===== src/rtl/core/stl_pkg.sv =====
// Shared types, codes and character classes for the source text lexer.
// Depends on nothing; every other lexer file imports it.
`timescale 1ns / 1ps

package stl_pkg;

  // Fixed widths of the result fields on the output word
  localparam int TYPE_W  = 5;
  localparam int LINE_W  = 16;
  localparam int COL_W   = 16;
  localparam int START_W = 24;
  localparam int LEN_W   = 16;
  localparam int BYTE_W  = 8;
  localparam int KW_W    = 48;

  // Packed width of the output tdata fields and its byte-rounded size
  localparam int RES_DATA_W = TYPE_W + LINE_W + COL_W + START_W + LEN_W + BYTE_W;
  localparam int OUT_DATA_W = ((RES_DATA_W + 7) / 8) * 8;

  // Keyword spellings, last byte lowest
  localparam logic [KW_W-1:0] KW_VAR    = 48'h0000_0076_6172;
  localparam logic [KW_W-1:0] KW_PRINT  = 48'h0070_7269_6E74;
  localparam logic [KW_W-1:0] KW_IF     = 48'h0000_0000_6966;
  localparam logic [KW_W-1:0] KW_ELSE   = 48'h0000_656C_7365;
  localparam logic [KW_W-1:0] KW_RETURN = 48'h7265_7475_726E;

  typedef enum logic [2:0] {
    MODE_IDLE   = 3'd0,
    MODE_IDENT  = 3'd1,
    MODE_NUMBER = 3'd2,
    MODE_STRING = 3'd3,
    MODE_PEND   = 3'd4
  } lex_mode_e;

  typedef enum logic [1:0] {
    RK_TOKEN   = 2'd0,
    RK_ILLEGAL = 2'd1,
    RK_UNTERM  = 2'd2
  } res_kind_e;

  typedef enum logic [TYPE_W-1:0] {
    TT_VAR     = 5'd0,
    TT_PRINT   = 5'd1,
    TT_IF      = 5'd2,
    TT_ELSE    = 5'd3,
    TT_RETURN  = 5'd4,
    TT_IDENT   = 5'd5,
    TT_NUMBER  = 5'd6,
    TT_STRING  = 5'd7,
    TT_OP      = 5'd8,
    TT_COMPARE = 5'd9,
    TT_ASSIGN  = 5'd10,
    TT_LPAREN  = 5'd11,
    TT_RPAREN  = 5'd12,
    TT_LBRACE  = 5'd13,
    TT_RBRACE  = 5'd14,
    TT_SEMI    = 5'd15,
    TT_END     = 5'd16
  } tok_type_e;

  // One result word
  typedef struct packed {
    res_kind_e           kind;
    tok_type_e           ttype;
    logic [LINE_W-1:0]   line;
    logic [COL_W-1:0]    col;
    logic [START_W-1:0]  start;
    logic [LEN_W-1:0]    len;
    logic [BYTE_W-1:0]   bad;
  } res_t;

  // Results caused by one accepted input word, in order
  typedef struct packed {
    res_t        r0;
    res_t        r1;
    logic [1:0]  count;
  } lex_out_t;

  function automatic logic is_alpha(input logic [7:0] c);
    return ((c >= "a") && (c <= "z")) || ((c >= "A") && (c <= "Z"));
  endfunction

  function automatic logic is_digit(input logic [7:0] c);
    return (c >= "0") && (c <= "9");
  endfunction

  function automatic logic is_word(input logic [7:0] c);
    return is_alpha(c) || is_digit(c) || (c == "_");
  endfunction

  function automatic logic is_space(input logic [7:0] c);
    return (c == " ") || ((c >= 8'd9) && (c <= 8'd13));
  endfunction

endpackage


===== src/rtl/core/stl_core.sv =====
// Lexer state and per-byte decision logic: turns one source byte into up to
// two results. Depends on stl_pkg.
`timescale 1ns / 1ps

module stl_core #(
  parameter int OFFSET_WIDTH = 24,
  parameter int COUNT_WIDTH  = 16
) (
  input  logic              clk_i,
  input  logic              rst_ni,
  input  logic              accept_i,
  input  logic [7:0]        char_i,
  input  logic              end_i,
  output stl_pkg::lex_out_t out_o
);
  import stl_pkg::*;

  localparam int WW = (OFFSET_WIDTH > COUNT_WIDTH) ? OFFSET_WIDTH : COUNT_WIDTH;
  localparam logic [OFFSET_WIDTH-1:0] OFF_MAX = '1;
  localparam logic [COUNT_WIDTH-1:0]  CNT_MAX = '1;

  lex_mode_e                 mode_q, mode_d;
  logic [7:0]                pend_q, pend_d;
  logic [COUNT_WIDTH-1:0]    line_q, line_d;
  logic [OFFSET_WIDTH-1:0]   line_start_q, line_start_d;
  logic [OFFSET_WIDTH-1:0]   off_q, off_d;
  logic [OFFSET_WIDTH-1:0]   tok_start_q, tok_start_d;
  logic [COUNT_WIDTH-1:0]    tok_line_q, tok_line_d;
  logic [KW_W-1:0]           kw_q, kw_d;

  function automatic logic [OFFSET_WIDTH-1:0] off_inc(input logic [OFFSET_WIDTH-1:0] v);
    return (v == OFF_MAX) ? v : v + OFFSET_WIDTH'(1);
  endfunction

  function automatic logic [OFFSET_WIDTH-1:0] diff(input logic [OFFSET_WIDTH-1:0] a,
                                                   input logic [OFFSET_WIDTH-1:0] b);
    return (a > b) ? a - b : '0;
  endfunction

  function automatic logic [COUNT_WIDTH-1:0] cnt_sat(input logic [OFFSET_WIDTH-1:0] v);
    logic [WW-1:0] w;
    w = WW'(v);
    if (w > WW'(CNT_MAX)) return CNT_MAX;
    return COUNT_WIDTH'(w);
  endfunction

  function automatic res_t mk_res(input res_kind_e kind, input tok_type_e ttype,
                                  input logic [COUNT_WIDTH-1:0] line,
                                  input logic [COUNT_WIDTH-1:0] col,
                                  input logic [OFFSET_WIDTH-1:0] start,
                                  input logic [COUNT_WIDTH-1:0] len,
                                  input logic [7:0] bad);
    res_t r;
    r.kind  = kind;
    r.ttype = ttype;
    r.line  = LINE_W'(line);
    r.col   = COL_W'(col);
    r.start = START_W'(start);
    r.len   = LEN_W'(len);
    r.bad   = bad;
    return r;
  endfunction

  logic                     eos;
  logic [OFFSET_WIDTH-1:0]  len_cur;
  logic [COUNT_WIDTH-1:0]   col_tok, col_cur;
  tok_type_e                word_type;
  logic                     flush_v, idle_v, take_idle;
  res_t                     flush_r, idle_r;
  lex_mode_e                idle_mode;
  logic                     a_v, b_v;
  res_t                     a_r, b_r;

  assign eos     = end_i || (char_i == 8'h00);
  assign len_cur = diff(off_q, tok_start_q);
  assign col_tok = cnt_sat(diff(tok_start_q, line_start_q));
  assign col_cur = cnt_sat(diff(off_q, line_start_q));

  // Pick keyword or identifier from the last six bytes and the length
  always_comb begin
    priority if (len_cur == OFFSET_WIDTH'(3) && kw_q == KW_VAR) word_type = TT_VAR;
    else if (len_cur == OFFSET_WIDTH'(5) && kw_q == KW_PRINT) word_type = TT_PRINT;
    else if (len_cur == OFFSET_WIDTH'(2) && kw_q == KW_IF) word_type = TT_IF;
    else if (len_cur == OFFSET_WIDTH'(4) && kw_q == KW_ELSE) word_type = TT_ELSE;
    else if (len_cur == OFFSET_WIDTH'(6) && kw_q == KW_RETURN) word_type = TT_RETURN;
    else word_type = TT_IDENT;
  end

  // Token left open by the previous bytes
  always_comb begin
    flush_v = 1'b0;
    flush_r = mk_res(RK_TOKEN, TT_IDENT, tok_line_q, col_tok, tok_start_q,
                     cnt_sat(len_cur), 8'h00);
    unique case (mode_q)
      MODE_IDENT: begin
        flush_v = 1'b1;
        flush_r.ttype = word_type;
      end
      MODE_NUMBER: begin
        flush_v = 1'b1;
        flush_r.ttype = TT_NUMBER;
      end
      MODE_PEND: begin
        flush_v = 1'b1;
        flush_r.ttype = (pend_q == "=") ? TT_ASSIGN : TT_COMPARE;
        flush_r.len   = LEN_W'(1);
      end
      default: flush_v = 1'b0;
    endcase
  end

  // Classify a byte seen between tokens
  always_comb begin
    idle_v    = 1'b0;
    idle_mode = MODE_IDLE;
    idle_r    = mk_res(RK_TOKEN, TT_OP, line_q, col_cur, off_q,
                       COUNT_WIDTH'(1), 8'h00);
    priority if (is_space(char_i)) begin
      idle_mode = MODE_IDLE;
    end else if (is_alpha(char_i) || char_i == "_") begin
      idle_mode = MODE_IDENT;
    end else if (is_digit(char_i)) begin
      idle_mode = MODE_NUMBER;
    end else if (char_i == "\"") begin
      idle_mode = MODE_STRING;
    end else if (char_i == "=" || char_i == "!" || char_i == "<" || char_i == ">") begin
      idle_mode = MODE_PEND;
    end else begin
      idle_v = 1'b1;
      unique case (char_i)
        "+", "-", "*", "/": idle_r.ttype = TT_OP;
        "(":                idle_r.ttype = TT_LPAREN;
        ")":                idle_r.ttype = TT_RPAREN;
        "{":                idle_r.ttype = TT_LBRACE;
        "}":                idle_r.ttype = TT_RBRACE;
        ";":                idle_r.ttype = TT_SEMI;
        default: begin
          idle_r.kind  = RK_ILLEGAL;
          idle_r.ttype = TT_VAR;
          idle_r.bad   = char_i;
        end
      endcase
    end
  end

  // Main decision: results and next state
  always_comb begin
    mode_d       = mode_q;
    pend_d       = pend_q;
    line_d       = line_q;
    line_start_d = line_start_q;
    off_d        = off_inc(off_q);
    tok_start_d  = tok_start_q;
    tok_line_d   = tok_line_q;
    kw_d         = kw_q;
    take_idle    = 1'b0;
    a_v          = 1'b0;
    b_v          = 1'b0;
    a_r          = flush_r;
    b_r          = idle_r;

    if (eos) begin
      // Close what is open, then END, then back to reset values
      if (mode_q == MODE_STRING) begin
        a_v = 1'b1;
        a_r = mk_res(RK_UNTERM, TT_STRING, tok_line_q, col_tok, tok_start_q,
                     cnt_sat(len_cur), 8'h00);
      end else begin
        a_v = flush_v;
      end
      b_v          = 1'b1;
      b_r          = mk_res(RK_TOKEN, TT_END, line_q, '0, off_q, '0, 8'h00);
      mode_d       = MODE_IDLE;
      pend_d       = 8'h00;
      line_d       = COUNT_WIDTH'(1);
      line_start_d = '0;
      off_d        = '0;
      tok_start_d  = '0;
      tok_line_d   = '0;
      kw_d         = '0;
    end else begin
      unique case (mode_q)
        MODE_IDENT, MODE_NUMBER: begin
          if ((mode_q == MODE_IDENT) ? is_word(char_i) : is_digit(char_i)) begin
            kw_d = {kw_q[KW_W-9:0], char_i};
          end else begin
            a_v       = flush_v;
            take_idle = 1'b1;
          end
        end
        MODE_STRING: begin
          if (char_i == "\"") begin
            a_v    = 1'b1;
            a_r    = mk_res(RK_TOKEN, TT_STRING, tok_line_q, col_tok, tok_start_q,
                            cnt_sat(len_cur), 8'h00);
            mode_d = MODE_IDLE;
          end
        end
        MODE_PEND: begin
          if (char_i == "=") begin
            a_v    = 1'b1;
            a_r    = mk_res(RK_TOKEN, TT_COMPARE, tok_line_q, col_tok, tok_start_q,
                            COUNT_WIDTH'(2), 8'h00);
            mode_d = MODE_IDLE;
          end else begin
            a_v       = flush_v;
            take_idle = 1'b1;
          end
        end
        default: take_idle = 1'b1;
      endcase

      // Start whatever the byte begins
      if (take_idle) begin
        b_v         = idle_v;
        mode_d      = idle_mode;
        tok_start_d = (idle_mode == MODE_STRING) ? off_inc(off_q) : off_q;
        tok_line_d  = line_q;
        if (char_i == "\n") begin
          line_d       = (line_q == CNT_MAX) ? line_q : line_q + COUNT_WIDTH'(1);
          line_start_d = off_inc(off_q);
        end
        if (idle_mode == MODE_IDENT) kw_d = KW_W'(char_i);
        if (idle_mode == MODE_PEND) pend_d = char_i;
      end
    end
  end

  // Order the results: the closing one first
  always_comb begin
    out_o.r0    = a_v ? a_r : b_r;
    out_o.r1    = b_r;
    out_o.count = {1'b0, a_v} + {1'b0, b_v};
  end

  // Advance the state on each accepted word
  always_ff @(posedge clk_i or negedge rst_ni) begin
    if (!rst_ni) begin
      mode_q       <= MODE_IDLE;
      pend_q       <= 8'h00;
      line_q       <= COUNT_WIDTH'(1);
      line_start_q <= '0;
      off_q        <= '0;
      tok_start_q  <= '0;
      tok_line_q   <= '0;
      kw_q         <= '0;
    end else if (accept_i) begin
      mode_q       <= mode_d;
      pend_q       <= pend_d;
      line_q       <= line_d;
      line_start_q <= line_start_d;
      off_q        <= off_d;
      tok_start_q  <= tok_start_d;
      tok_line_q   <= tok_line_d;
      kw_q         <= kw_d;
    end
  end

endmodule


===== src/rtl/core/stl_out_buf.sv =====
// Two-entry result register that hands the results of one input word to the
// output stream in order. Depends on stl_pkg.
`timescale 1ns / 1ps

module stl_out_buf (
  input  logic              clk_i,
  input  logic              rst_ni,
  input  logic              load_i,
  input  stl_pkg::lex_out_t res_i,
  output logic              in_ready_o,
  output logic              valid_o,
  input  logic              ready_i,
  output stl_pkg::res_t     data_o,
  output logic              last_o
);
  import stl_pkg::*;

  res_t       slot0_q, slot1_q;
  logic [1:0] cnt_q, cnt_d;
  logic       pop;

  assign valid_o    = (cnt_q != 2'd0);
  assign data_o     = slot0_q;
  assign last_o     = (cnt_q == 2'd1);
  assign pop        = valid_o && ready_i;
  assign in_ready_o = (cnt_q == 2'd0) || ((cnt_q == 2'd1) && ready_i);

  // Fill count: load replaces, pop drains
  always_comb begin
    cnt_d = cnt_q;
    if (load_i && res_i.count != 2'd0) begin
      cnt_d = res_i.count;
    end else if (pop) begin
      cnt_d = cnt_q - 2'd1;
    end
  end

  always_ff @(posedge clk_i or negedge rst_ni) begin
    if (!rst_ni) begin
      cnt_q <= 2'd0;
    end else begin
      cnt_q <= cnt_d;
    end
  end

  // Hold the payload; shift the second result forward on a pop
  always_ff @(posedge clk_i) begin
    if (load_i && res_i.count != 2'd0) begin
      slot0_q <= res_i.r0;
      slot1_q <= res_i.r1;
    end else if (pop && cnt_q == 2'd2) begin
      slot0_q <= slot1_q;
    end
  end

endmodule


===== src/rtl/core/source_text_lexer.sv =====
// Top level of the source text lexer: byte stream in, token stream out.
// Depends on stl_pkg, stl_core and stl_out_buf.
//
// Usage:
//   Feed source bytes on the slave stream, one byte per word in tdata[7:0];
//   tlast high (or a zero byte) ends the source. The master stream carries one
//   result per word: tuser holds the result kind, tlast marks the last result
//   caused by one input word. Bytes that extend a token cause no result; a byte
//   causes at most two results, an end word one or two.
// Latency: a result appears on the master side the cycle after its byte is
//   accepted.
// Throughput: one byte per cycle while each byte causes at most one result;
//   a byte causing two results holds the input off while the two-entry result
//   register drains the first of them.
// Stall: while the receiver holds tready low, the result register keeps its
//   one or two results and the input stops as soon as any result is waiting,
//   also for bytes that would cause none.
// Reset: clears the lexer state to line 1, offset 0, and empties the result
//   register. After an END the lexer restarts at line 1, offset 0 as well.
`timescale 1ns / 1ps

module source_text_lexer #(
  parameter int OFFSET_WIDTH = 24,
  parameter int COUNT_WIDTH  = 16
) (
  input  logic                             clk_i,
  input  logic                             rst_ni,
  input  logic                             s_axis_tvalid,
  output logic                             s_axis_tready,
  // tdata: [7:0] char_byte
  input  logic [7:0]                       s_axis_tdata,
  // tlast: is_end
  input  logic                             s_axis_tlast,
  output logic                             m_axis_tvalid,
  input  logic                             m_axis_tready,
  // tdata: [4:0] token_type, [20:5] line_number, [36:21] column_number,
  //        [60:37] start_offset, [76:61] token_length, [84:77] bad_byte, rest 0
  output logic [stl_pkg::OUT_DATA_W-1:0]   m_axis_tdata,
  // tuser: [1:0] result_kind
  output logic [1:0]                       m_axis_tuser,
  // tlast: last_of_run
  output logic                             m_axis_tlast
);
  import stl_pkg::*;

  logic     accept;
  lex_out_t lex_res;
  res_t     head;

  assign accept = s_axis_tvalid && s_axis_tready;

  stl_core #(
    .OFFSET_WIDTH(OFFSET_WIDTH),
    .COUNT_WIDTH (COUNT_WIDTH)
  ) u_core (
    .clk_i   (clk_i),
    .rst_ni  (rst_ni),
    .accept_i(accept),
    .char_i  (s_axis_tdata),
    .end_i   (s_axis_tlast),
    .out_o   (lex_res)
  );

  stl_out_buf u_out_buf (
    .clk_i     (clk_i),
    .rst_ni    (rst_ni),
    .load_i    (accept),
    .res_i     (lex_res),
    .in_ready_o(s_axis_tready),
    .valid_o   (m_axis_tvalid),
    .ready_i   (m_axis_tready),
    .data_o    (head),
    .last_o    (m_axis_tlast)
  );

  // Pack the result word, token type lowest
  assign m_axis_tdata = OUT_DATA_W'({head.bad, head.len, head.start, head.col,
                                    head.line, head.ttype});
  assign m_axis_tuser = head.kind;

  // An end word always leaves at least the END result behind
  a_end_gives_result: assert property (@(posedge clk_i) disable iff (!rst_ni)
    s_axis_tvalid && s_axis_tready && s_axis_tlast |=> m_axis_tvalid)
    else $error("end of source produced no result");

  // A result that is not the last of its run is followed by another
  a_run_continues: assert property (@(posedge clk_i) disable iff (!rst_ni)
    m_axis_tvalid && m_axis_tready && !m_axis_tlast |=> m_axis_tvalid)
    else $error("result run cut short");

  // An illegal-character error always covers exactly one byte
  a_illegal_len: assert property (@(posedge clk_i) disable iff (!rst_ni)
    m_axis_tvalid && (m_axis_tuser == RK_ILLEGAL) |-> (head.len == LEN_W'(1)))
    else $error("illegal character error with wrong length");

endmodule


===== config.mk =====
export PLATFORM = sky130hd
export DESIGN_NAME = source_text_lexer
export DESIGN_NICKNAME = d
export VERILOG_FILES = /design/src/rtl/core/stl_pkg.sv /design/src/rtl/core/stl_core.sv /design/src/rtl/core/stl_out_buf.sv /design/src/rtl/core/source_text_lexer.sv
export SDC_FILE = /design/constraint.sdc
export NUM_CORES = 1
export LEC_CHECK = 0
export BUFFER_PORTS_ARGS = -buffer_cell sky130_fd_sc_hd__buf_4
export CORE_ASPECT_RATIO = 1.5
export CORE_MARGIN = 2
export CORE_UTILIZATION = 39
export DETAILED_ROUTE_END_ITERATION = 6
export GPL_ROUTABILITY_DRIVEN = 0
export MAX_ROUTING_LAYER = met4
export SYNTH_ARGS = -nofsm -noshare
export SYNTH_HDL_FRONTEND = slang
export SYNTH_SLANG_ARGS = --single-unit

===== constraint.sdc =====
create_clock -name clk_i -period 11 [get_ports clk_i]
set_input_delay 2.2 -clock clk_i [delete_from_list [all_inputs] [get_ports clk_i]]
set_output_delay 2.2 -clock clk_i [all_outputs]
set_load 0.02 [all_outputs]

Word-level counts from Yosys, hierarchy flattened
Cells that the tools add are included.

word-level totals
  register bits = 339
  bits of input ports = 13
  output and inout bits = 93
  word-level logic and storage cells = 231

operators by class
  add/sub/neg operators = 7
  magnitude comparators = 14
  eq/ne operators = 42
  mux-type cells = 102
  reduce and logical (&&, ||, !) cells = 43

operator list
  operator                 number
  $mux W87                 6
  $mux W24                 11
  $mux W16                 15
  $mux W48                 5
  $pmux W87 S2             1
  $mux W85                 2
  $eq A8 B6 Y1 const B     14
  $eq A24 B3 Y1 const B    3
  $gt A24 B16 Y1 const B   3
  $gt A24 B24 Y1           3
  $mux W8                  9
  $sub A24 B24 Y24         3
  $eq A24 B2 Y1 const B    2
  $eq A48 B15 Y1 const B   1
  $eq A48 B23 Y1 const B   1
  $eq A48 B31 Y1 const B   1
  $eq A48 B39 Y1 const B   1
  $eq A48 B47 Y1 const B   1
  $mux W7                  5
  $mux W1                  27
  $mux W3                  9
  $add A24 B1 Y24 const B  1
  $eq A24 B24 Y1 const B   1
  $eq A8 B7 Y1 const B     3
  other kinds (38)         80

Logic depth before layout (Yosys ltp)
  depth in word-level cells = 15
  gate-level depth with buffers = 16
  mapped depth without buffers = 14

By module
From an unflattened synthesis, not the netlist that was laid out.

second synthesis, totals
  cell total of the unflattened synthesis = 1989
  area total of the unflattened synthesis = 20274.4 µm²

by module, submodules not included
  module             times used  cells each  area each (µm²)  seq. area each (µm²)
  stl_core           1           1693        13750.7          4080.2
  stl_out_buf        1           291         6491.2           5275.1
  source_text_lexer  1           5           32.5             0.0

Worst setup path before layout
Ideal clock, no wire load.

  path kind = input to register
  start point = input port s_axis_tdata[6]
  end point = register u_out_buf.slot0_q (netlist bit u_out_buf.data_o[0]) (enable)
  library setup time = 0.841 ns
  data arrival time = 6.421 ns
  data required time = 10.159 ns
  path slack = 3.739 ns
  stages on the path = 14
  buffers on the path = 6
  path through = clkbuf_1 -> o311ai_4 -> o31ai_2 -> nor2_1 -> o32a_2 -> inv_2 -> buf_4 -> buf_4 -> ha_1 -> nand2b_1 -> clkbuf_1 -> buf_1 -> buf_6 -> nand2_1

between the ends
  cells in the longest elaborated chain, start to end = 15
  elaborated cells on any way between the ends = 50
  those cells by class = 1 x add/sub; 8 x order compare; 7 x eq/ne; 17 x mux; 17 x reduce/logical

ends and longest elaborated chain
  element                                                    RTL line                          text
  start: declaration                                         source_text_lexer.sv:31           input logic [7:0] s_axis_tdata,
  $ge A8 B7 Y1 (tied with other cells)                       stl_pkg.sv:80                     return ((c >= "a") && (c <= "z")) || ((c >= "A") && (c <= "Z"));
  $logic_and A1 B1 Y1 or $logic_or A1 B1 Y1 (tied branches)  stl_pkg.sv:80, stl_core.sv:126
  $logic_or A1 B1 Y1 (on tied branches)                      stl_pkg.sv:80, stl_core.sv:126
  $logic_or A1 B1 Y1 (on tied branches)                      stl_pkg.sv:88, stl_core.sv:126
  $logic_or A1 B1 Y1 or $mux W1 (tied branches)              stl_pkg.sv:88, stl_core.sv:126
  $mux W1 (on tied branches)                                 stl_core.sv:184, stl_core.sv:124
  $mux W1 (on tied branches)                                 stl_core.sv:184, stl_core.sv:122
  $pmux W1 S3 or $mux W1 (tied branches)                     stl_core.sv:182, stl_core.sv:120
  $mux W1 (on tied branches)                                 stl_core.sv:162, stl_core.sv:118
  $mux W1                                                    stl_core.sv:214                   if (take_idle) begin
  $mux W1                                                    stl_core.sv:162                   if (eos) begin
  $add A1 B1 Y2 (*)                                          stl_core.sv:233                   out_o.count = {1'b0, a_v} + {1'b0, b_v};
  $reduce_bool A2 Y1 (*)                                     stl_out_buf.sv:48                 if (load_i && res_i.count != 2'd0) begin
  $logic_and A1 B1 Y1 (*)                                    stl_out_buf.sv:48
  $reduce_bool A2 Y1 (no line) (*)                           --
  end signal: assignment                                     stl_out_buf.sv:49                 slot0_q <= res_i.r0;
  end signal: assignment                                     stl_out_buf.sv:52                 slot0_q <= slot1_q;
  end: declaration                                           stl_out_buf.sv:18                 res_t slot0_q, slot1_q;

Mark *: on every way between the ends. The rest lies on a longest branch, timed or not. The select of a mux whose other input is x is not followed.
A chain may end at the register's enable or synchronous reset.

Final worst setup path
  start point = input port s_axis_tdata[7]
  end point = register u_out_buf.slot0_q (netlist bit u_out_buf.data_o[49]) (data pin)

between the ends
  cells in the longest elaborated chain, start to end = 15
  elaborated cells on any way between the ends = 53
  those cells by class = 1 x add/sub; 8 x order compare; 7 x eq/ne; 21 x mux; 16 x reduce/logical

ends and longest elaborated chain
  element                                                    RTL line
  $ge A8 B7 Y1 (tied with other cells)                       stl_pkg.sv:80
  $logic_and A1 B1 Y1 or $logic_or A1 B1 Y1 (tied branches)  stl_pkg.sv:80, stl_core.sv:126
  $logic_or A1 B1 Y1 (on tied branches)                      stl_pkg.sv:80, stl_core.sv:126
  $logic_or A1 B1 Y1 (on tied branches)                      stl_pkg.sv:88, stl_core.sv:126
  $logic_or A1 B1 Y1 or $mux W1 (tied branches)              stl_pkg.sv:88, stl_core.sv:126
  $mux W1 (on tied branches)                                 stl_core.sv:184, stl_core.sv:124
  $mux W1 (on tied branches)                                 stl_core.sv:184, stl_core.sv:122
  $pmux W1 S3 or $mux W1 (tied branches)                     stl_core.sv:182, stl_core.sv:120
  $mux W1 (on tied branches)                                 stl_core.sv:162, stl_core.sv:118
  $mux W1                                                    stl_core.sv:214
  $mux W1                                                    stl_core.sv:162
  $add A1 B1 Y2                                              stl_core.sv:233
  $reduce_bool A2 Y1                                         stl_out_buf.sv:48
  $logic_and A1 B1 Y1                                        stl_out_buf.sv:48
  $mux W87 (*)                                               stl_out_buf.sv:48

Marks and branches as above.

==> impl_metrics.ini <==
[outcome]
outcome = completed

[global_route]
grtUsageTotal_pct = 21.6
grt-ovfl-total = 0
grt_pass1_vias = 15600
grt_max_degree = 94
antenna_found_initial = 0
grt_first_pass_wirelength_um = 85300

[die]
start_util_pct = 39.5
die_area_um2 = 51300
row_count = 99
dieHeight_um = 276
ioPinCount = 106
die_width_um = 186
core_area_um2 = 48800

[synthesis]
synth_top_area_cell = edfxtp_1
synthAdderAreaFrac_pct = 5.44
synth_flop_cell = dfrtp_1
ys_types = 97
synthCells = 2026
synth-xor-area-share_pct = 4.45
synth_top_area_share_pct = 24.6
synth-compound-area-share_pct = 19.7
synth.avg_cell_area_um2 = 9.52
synthesis.area_um2 = 19300
synthArstFlopShare_pct = 51.1
synth-seq-cells = 323
ys.warnings.count = 0
synth-simple-area-share_pct = 17.5
synthMuxAreaShare_pct = 2.40
synth_area_leaders = edfxtp_1, dfrtp_1, ha_1
synth_top_family_by_area = compound AO/OA/AOI/OAI gates
synth_edf_count = 158
seq_area_frac_synth_pct = 46.0

[power_and_ir_drop]
switchingPower_uw = 2480
pwr-share-seq_pct = 30.6
p_leak_uw = 0.00909
clockPowerShare_pct = 19.0
ir_worst_vdd_v = 0.000237
powerDensity_nw_per_um2 = 271
p_total_uw = 5840
netSwitchingFraction_pct = 42.5
p_int_uw = 3360
power_frac_comb_pct = 50.4

[critical_path]
worstSetupStartpointType = input pin
critPathTopFamily = simple AND/OR/NAND/NOR gates
crit_required_ps = 11340
critPathMaxStageDelay_ps = 620
arrival_ps = 7210
cp_num_buf_inv = 3
end_kind = flip-flop
crit_slowest_cell = nand3_1
path_common_cell = buf_4
cp_max_fo = 66
cp_cell_sequence = buf_4 -> nand2b_1 -> nor4_2 -> nand3_1 -> o21ai_0 -> o32a_2 -> inv_2 -> ha_1 -> nand2b_4 -> buf_4 -> nor2_1 -> nand3_2 -> a41o_1 -> o2111ai_1
path_class = input pin to flip-flop
r2r_setup_slack_ps = 5600

[clock_tree]
cts_buffer_depth = 3
numCtsBuffers = 34
cts-htree-levels = 2
cts_tree = yes
hold_buffers = 0
cts_resized = 0
post-cts-setup-buffers = 0
path_clk_slew_ps = 60
cts.sinks = 323
clk_latency_ps = 530
cts_root_buffer = clkbuf_16

[placed_design]
dp_hpwl_um = 38700
post_dp_cell_area_um2 = 20500
port-buffer-count = 102
dp_cells = 2681

[final_layout]
drive_gt1_share_pct = 10.3
final_common_cell = nand2_1
nets = 2156
diodes = 0
stdcell_count = 2742
final_util_pct = 44.2
final_cell_mix = nand2_1, nor2_1, o21ai_0
syn_to_final_growth_pct = 12.0
final_area_um2 = 21600

[timing]
hold_viol_final = 0
fin_worst_skew_ps = 22.0
tightestPinTransition_ps = 1140
slew_headroom_pct = 23.4
rsz0062_at_grt = no
min_period_ps = 6870
finalSetupViolCount = 0
maxSlewViolCount = 0
tns_ps = 0
period_share_pct = 62.5
fmax_ghz = 0.146

[routing]
vias = 15700
ant_nets = 0
via_per_inst = 5.71
drc_errors = 0
routed_wl_um = 54500
first_iter_violations = 1106
avgRoutedWirePerCell_um = 19.9
firstDrtPassIters = 5

[worst_hold_path]
hp-class = flip-flop to flip-flop

[job]
max_cap_violations = 0
-- cell families (layout without fill, tap and decap cells) --
family          Yosys count  count (layout)
compound gates          565             565
xor+xnor                 98              98
fa+ha+maj                82              82
buf+inv                 215             273
flops                   323             323
mux                      46              46
other cells               1               3
simple gates            696             696
-- state kept, by name, indices dropped and copies added (netlist names), 3 cells and up --
name,cells
u_core.tok_start_q,24
u_core.line_q,16
u_core.off_q,24
u_out_buf.slot1_q,71
u_core.tok_line_q,16
u_core.pend_q,8
u_core.line_start_q,24
u_out_buf.data_o,87
u_core.kw_q,48
u_core.mode_q,3
-- final timing paths --
kind                                         from  cells past startpoint                     end
setup / recovery                  s_axis_tdata[7]                     14    u_out_buf.data_o[49]
hold / removal             u_core.line_start_q[3]                      2  u_core.line_start_q[3]
setup reg to reg                 u_core.mode_q[2]                     14    u_out_buf.data_o[63]
max in group asynchronous                  rst_ni                      2   u_core.tok_line_q[10]
min in group asynchronous                  rst_ni                      1         u_core.kw_q[38]
hold reg to reg            u_core.line_start_q[3]                      2  u_core.line_start_q[3]
-- Yosys cell counts (15+ instances only) --
| master | number |
|---|---|
| a21o_1 | 25 |
| a21oi_1 | 90 |
| a22o_1 | 76 |
| and3_1 | 25 |
| clkbuf_1 | 91 |
| dfrtp_1 | 164 |
| edfxtp_1 | 158 |
| ha_1 | 79 |
| inv_1 | 91 |
| mux2i_1 | 44 |
| nand2_1 | 246 |
| nand2b_1 | 27 |
| nand3_1 | 44 |
| nand4_1 | 32 |
| nor2_1 | 170 |
| nor3_1 | 28 |
| nor4_1 | 25 |
| o2111ai_1 | 19 |
| o21a_1 | 15 |
| o21ai_0 | 166 |
| o21ai_1 | 18 |
| o31ai_1 | 38 |
| xnor2_1 | 63 |
| xor2_1 | 35 |
-- per-layer routing --
layer	track usage (%)	vias up	routed length, um
met1	25.2	7612	22300
met2	37.6	457	27700
met4	9.27	0	2340
met3	2.05	139	2130
li1	-	7462	-
met5	-	-	0
-- power groups by stage --
stage	Combinational [uW]	Clock, uW	Sequential (uW)
after global routing	3200	1180	1820
after detailed placement	2920	0	1810
final	2950	1110	1790
after global placement	2890	0	1810
after CTS	2940	1140	1790
after floorplan	1920	0	1900
-- layout make-up --
cell class	instances	area [um^2]
flip-flops and latches	323	8870
fillers	4807	27200
repair buffers	118	890
multi-input cells	1490	9600
clock inverters	8	45.0
inverters	94	354
clock buffers	53	1010
well taps	656	821
-- metrics by stage --
step | worst slack [ps] | hold slack [ps]
2_1_floorplan | 3740 | 423
3_3_place_gp | 3950 | 460
3_5_place_dp | 3700 | 467
4_1_cts | 4250 | 480
5_1_grt | 3790 | 496
6_report | 4130 | 474
-- worst register-to-register path, stage by stage (launching register included) --
cell and delay, ps:
dfrtp_1 610, or3b_1 490, nor4_1 490, nand2b_1 200
o211ai_2 190, inv_1 140, o21ai_0 140, inv_1 90
ha_1 140, nand2b_4 460, buf_4 660, nor2_1 300
nand3_2 400, a41o_1 560, o2111ai_1 230
Note: power is estimated with default switching activity, not from simulation.
